<file path="src/rtl/msort_pkg.sv">
// Shared types for the merge sorter block.
// No dependencies; imported by msort_cell, merge_sorter_top, merge_sorter_checker and tb_merge_sorter_top.
`timescale 1ns / 1ps

package msort_pkg;

  // Broadcast control from the top level to every cell in the chain
  typedef struct packed {
    logic insert;   // place the broadcast value into the ordered chain
    logic shift;    // move every entry one cell towards cell 0
  } cell_ctrl_t;

  // Width of the value field on both streams
  localparam int unsigned FieldWidth = 32;

endpackage

</file>
<file path="src/rtl/msort_cell.sv">
// One cell of the sorting chain: holds a single entry and its valid bit.
// Depends on msort_pkg for the control struct.
`timescale 1ns / 1ps

module msort_cell import msort_pkg::*; #(
  parameter int unsigned DATA_WIDTH = 32
) (
  input  logic                  clk,
  input  logic                  rst_n,
  input  cell_ctrl_t            ctrl,
  input  logic [DATA_WIDTH-1:0] new_val,     // value being inserted
  input  logic [DATA_WIDTH-1:0] prev_val,    // neighbour towards cell 0
  input  logic                  prev_valid,
  input  logic                  prev_lt,
  input  logic [DATA_WIDTH-1:0] next_val,    // neighbour away from cell 0
  input  logic                  next_valid,
  output logic [DATA_WIDTH-1:0] val,
  output logic                  valid,
  output logic                  lt           // new value belongs at or before this cell
);

  logic [DATA_WIDTH-1:0] val_r, val_nxt;
  logic                  valid_r, valid_nxt;

  // empty cells act as +infinity
  assign lt = !valid_r || ($signed(new_val) < $signed(val_r));

  always_comb begin
    val_nxt   = val_r;
    valid_nxt = valid_r;
    if (ctrl.shift) begin
      val_nxt   = next_val;
      valid_nxt = next_valid;
    end else if (ctrl.insert && lt) begin
      if (prev_lt) begin
        val_nxt   = prev_val;
        valid_nxt = prev_valid;
      end else begin
        val_nxt   = new_val;
        valid_nxt = 1'b1;
      end
    end
  end

  always_ff @(posedge clk) begin
    if (!rst_n) begin
      valid_r <= 1'b0;
    end else begin
      valid_r <= valid_nxt;
    end
  end

  always_ff @(posedge clk) begin
    val_r <= val_nxt;
  end

  assign val   = val_r;
  assign valid = valid_r;

endmodule

</file>
<file path="config.mk">
export PLATFORM = sky130hd
export DESIGN_NAME = msort_cell
export DESIGN_NICKNAME = d
export VERILOG_FILES = /design/src/rtl/msort_pkg.sv /design/src/rtl/msort_cell.sv
export SDC_FILE = /design/constraint.sdc
export NUM_CORES = 1
export LEC_CHECK = 0
export BUFFER_PORTS_ARGS = -buffer_cell sky130_fd_sc_hd__clkbuf_2
export CAP_MARGIN = 20
export CORE_MARGIN = 2
export CORE_UTILIZATION = 46
export DETAILED_ROUTE_END_ITERATION = 12
export MAX_ROUTING_LAYER = met4
export PLACE_DENSITY = 0.82
export SYNTH_ARGS = -nofsm -noshare
export SYNTH_HDL_FRONTEND = slang
export SYNTH_SLANG_ARGS = --single-unit
export TNS_END_PERCENT = 1
</file>
<file path="constraint.sdc">
create_clock -name clk -period 6.38 [get_ports clk]
set_input_delay 1.276 -clock clk [delete_from_list [all_inputs] [get_ports clk]]
set_output_delay 1.276 -clock clk [all_outputs]
set_load 0.01 [all_outputs]
</file>
# Word level (Yosys, flattened, before mapping)

Index checks and enable logic that the tools add are counted.

Output and inout port bits: 34
Word-level logic and storage cells: 13
Register bits after elaboration: 33

$lt $le $gt $ge: 1
Reduce and logical (&&, ||, !) cells: 4
Mux-type cells: 6

Operators by type and width:

| kind                | number |
|---|---|
| two-way mux 32 bit  | 3 |
| < comparator 32 bit | 1 |
| two-way mux 1 bit   | 3 |
| nonzero test 2 bit  | 1 |
| logical AND 1 bit   | 1 |
| logical NOT 1 bit   | 1 |
| logical OR 1 bit    | 1 |

# Longest topological paths before layout

Depth in word-level cells: 5
Mapped depth: 8
Mapped depth without buffers: 8

# Worst setup path before layout

Ideal clock, no wire load.

Path type: input to register
From: input new_val[7]
To: register val_r[0] (netlist: val[0]) (enable)
Required time: 5.900 ns
Arrival: 4.949 ns
Cell stages on the path: 7
Setup slack: 0.951 ns
Setup time: 0.480 ns
Path through: ha_1 > and3_1 > a221oi_1 > o31ai_1 > a22oi_2 > o22ai_1 > a311oi_1

Word-level cells in the longest chain between the ends: 4

Ends and longest elaborated chain:

| what                         | line             | text |
|---|---|---|
| start: declaration           | msort_cell.sv:11 | `input logic [DATA_WIDTH-1:0] new_val,` |
| < comparator 32 bit          | msort_cell.sv:26 | `assign lt = !valid_r \|\| ($signed(new_val) < $signed(val_r));` |
| logical OR 1 bit             | msort_cell.sv:26 |  |
| logical AND 1 bit            | msort_cell.sv:34 | `end else if (ctrl.insert && lt) begin` |
| nonzero test 2 bit (no line) | --               |  |
| end signal: assignment       | msort_cell.sv:54 | `val_r <= val_nxt;` |
| end: declaration             | msort_cell.sv:22 | `logic [DATA_WIDTH-1:0] val_r, val_nxt;` |

No other way between the ends.
A chain may end at the register's enable or synchronous reset.

# Worst setup path after layout

From: input new_val[7]
To: output lt

Word-level cells in the longest chain between the ends: 2

Ends and longest elaborated chain:

| what                | line             | text |
|---|---|---|
| < comparator 32 bit | msort_cell.sv:26 |  |
| logical OR 1 bit    | msort_cell.sv:26 |  |
| end: declaration    | msort_cell.sv:19 | `output logic lt` |

No other way between the ends.

==> impl_metrics.tcl <==
set metrics [dict create \
    antenna_violating_nets_post_route 0 \
    io_buffer_count 136 \
    core_area_mm2 0.005439 \
    cp-startpoint "new_val[7]" \
    synth.yosys.warnings 0 \
    final_layout_size_suffix_gt1_share_pct 37.38 \
    boundaryPins 137 \
    synth.top_cells.by_area "sky130_fd_sc_hd__edfxtp_1 (37%), sky130_fd_sc_hd__ha_1 (15%), sky130_fd_sc_hd__mux2i_1 (13%), sky130_fd_sc_hd__o21ai_0 (6.8%), sky130_fd_sc_hd__nand2_1 (6.3%)" \
    final_min_period_over_clock_period_pct 68.02 \
    crit_type "in2out" \
    synth_cell_types 38 \
    timing_worst_slew_pin_value_ns 1.116 \
    root_buffer "sky130_fd_sc_hd__clkbuf_8" \
    detail_route.vias_per_cell 5.118 \
    hp_start "valid$_SDFFE_PN0P_" \
    skew_ns 0.009429 \
    htreeDepth 2 \
    worst_hold_path.num_cells 3 \
    report.final.slew_viol_count 0 \
    rr_startpoint "val[31]$_DFFE_PP_" \
    layout.cells.most_common "sky130_fd_sc_hd__clkbuf_2" \
    reg2reg_slack_ns 3.06 \
    max_cap_violations 0 \
    setup_tns_ns 0 \
    antenna_violations_before_repair 0 \
    design_power_total_w 0.0006694 \
    final_net_count 537 \
    clock_sink_count 33 \
    hold_end "valid$_SDFFE_PN0P_" \
    post-cts-setup-buffers 0 \
    place_congestion 0.8209 \
    floorplan.die.width_um 78.77 \
    multi_input_gate_area_mm2 0.001443 \
    first_global_vias 2303 \
    crit-reg2reg-capture "val[22]$_DFFE_PP_" \
    p_leak_nw 1.806 \
    postLayoutSetupSlackWorst_ns 2.040 \
    final-setup-viol-count 0 \
    grt.total_usage_pct 21.08 \
    ys_seq_elements 33 \
    grt_setup_unrepaired "no" \
    post_cts_resize_count 0 \
    total_die_area_mm2 0.006204 \
    cts_hold_repair.buffers 0 \
    timing.slew.headroom_pct 25.61 \
    clk_pin_slew_worst_paths_ns 0.07 \
    detailedPlacementHpwl_um 5099 \
    die_h_um 78.77 \
    cp_data_required_time_ns 5.10 \
    cts_tree "built" \
    length_in_cells_of_the_worst_reg_to_reg_path 9 \
    grt_first_pass_wirelength_um 10170 \
    cp_max_fo 3 \
    drc 0 \
    synth-seq-area-share_pct 38.15 \
    layout.area.seq_um2 980.9 \
    firstDrtPassIters 4 \
    final.fill_count 478 \
    max_fclk_ghz 0.2304 \
    grt.overflow.total 0 \
    clk-insertion-delay-late_ns 0.28 \
    postRouteWirelength_um 6370 \
    yosysTopAreaCellShare_pct 37.37 \
    worstSetupEndpointType "output pin" \
    floorplan.rows 27 \
    cts-buffers-inserted 5 \
    postSynthCellCount 269 \
    synth_area_per_cell_um2 9.558 \
    synth.cell_area_mm2 0.002571 \
    data_arrival_time_of_the_worst_path_ns 3.06 \
    initial_core_util_pct 47.27 \
    final-hold-violation-count 0 \
    peakVddDrop_v 0.0001338 \
    buffers_from_clock_root_to_sink_at_most 2 \
    holdCritPathClass "reg2reg" \
    post-synth-top-area-cell "sky130_fd_sc_hd__edfxtp_1" \
    dr.first_iter.drc_count 77 \
    vias_post_dr 2436 \
    outcome "completed" \
    layout-area-overhead-vs-synth_pct 33.14 \
    avgRoutedWirePerCell_um 13.38 \
    p_per_area_mw_per_mm2 195.5 \
    syn_nets 403 \
    layout.cells.most_common_list "sky130_fd_sc_hd__clkbuf_2 (136), sky130_fd_sc_hd__nand2_1 (43), sky130_fd_sc_hd__o21ai_0 (35)" \
    grt_max_degree 68 \
    num_antenna_cells 0 \
    timing.final.crit_period_ns 4.340 \
    pre_cts_ws_ns 2.040 \
    startpoint_type "input pin" \
]
[Yosys cell counts (all sizes together)]
master,n
clkbuf,8
ha,31
and2b,1
dfxtp,1
a21oi,11
buf,3
nand3b,1
a211oi,1
nand2b,2
o31ai,1
edfxtp,32
and2,2
a311oi,1
mux2i,33
o22ai,2
nor3,2
nor4,1
nor2,4
a221oi,1
nand4,5
nand3,1
a21o,1
nor2b,2
a22oi,2
o211ai,2
a21boi,1
a31oi,1
inv,32
o21ai,35
and3,1
o21a,3
a2111oi,1
o21bai,1
nand2,43
[state kept, by name, indices dropped and copies added (netlist names)]
register	flops
val	32
valid	1
[final cells by class]
cell class / count / area share, %
clock buffer: 5 / 2.010
clock inverter: 3 / 0.3655
inverter: 32 / 3.509
multi-input combinational: 193 / 42.14
sequential: 33 / 28.66
tap: 72 / 2.632
timing repair buffer: 138 / 20.69
[power by group]
group          leakage (nW)  switching, W  internal [W]
logic                  1.43      0.000126      0.000103
clock network        0.0430     0.0000770     0.0000734
registers             0.337     0.0000150      0.000275
[cells by family (layout without fill, tap and decap cells)]
group / after synthesis / in the layout / share of synthesized area, %
AND/OR/NAND/NOR: 65 / 65 / 12.65
AO/OA/AOI/OAI: 64 / 64 / 14.84
buffers and inverters: 43 / 178 / 6.423
multiplexers: 33 / 33 / 12.85
flip-flops: 33 / 33 / 38.15
adder cells (fa/ha/maj): 31 / 31 / 15.09
[worst max-delay path, stage by stage]
cell,delay [ns]
sky130_fd_sc_hd__clkbuf_2,0.10
sky130_fd_sc_hd__ha_1,0.30
sky130_fd_sc_hd__and3_1,0.19
sky130_fd_sc_hd__a221oi_1,0.31
sky130_fd_sc_hd__o31ai_1,0.15
sky130_fd_sc_hd__a22oi_2,0.21
sky130_fd_sc_hd__nor2b_4,0.18
sky130_fd_sc_hd__mux2i_1,0.19
sky130_fd_sc_hd__clkbuf_2,0.15
[worst max-delay path by stage]
stage	endpoint	slack (ns)	cells after the start
after floorplan	val[0]$_DFFE_PP_	0.95	7
after global placement	lt	2.09	9
after detailed placement	lt	2.04	9
after CTS	lt	2.04	9
after global routing	lt	1.87	9
final	lt	2.04	9
[routing by layer]
metal  wire (µm)  track usage, %
met3         271           1.932
met4         125           7.018
met2        3270           38.03
met5           0               -
met1        2702           24.75
[per-stage QoR]
| step | util [%] | hold slack (ns) | std cells | area (µm²) |
|---|---|---|---|---|
| 3_5_place_dp | 61.08 | 0.6902 | 467 | 3322 |
| 2_1_floorplan | - | 0.6772 | 269 | 2571 |
| 3_3_place_gp | 61.08 | 0.6838 | 467 | 3322 |
| 4_1_cts | 62.57 | 0.7000 | 475 | 3403 |
| 6_report | 62.94 | 0.6977 | 476 | 3423 |
| 5_1_grt | 62.94 | 0.7446 | 476 | 3423 |
(Power assumes the default switching activity.)
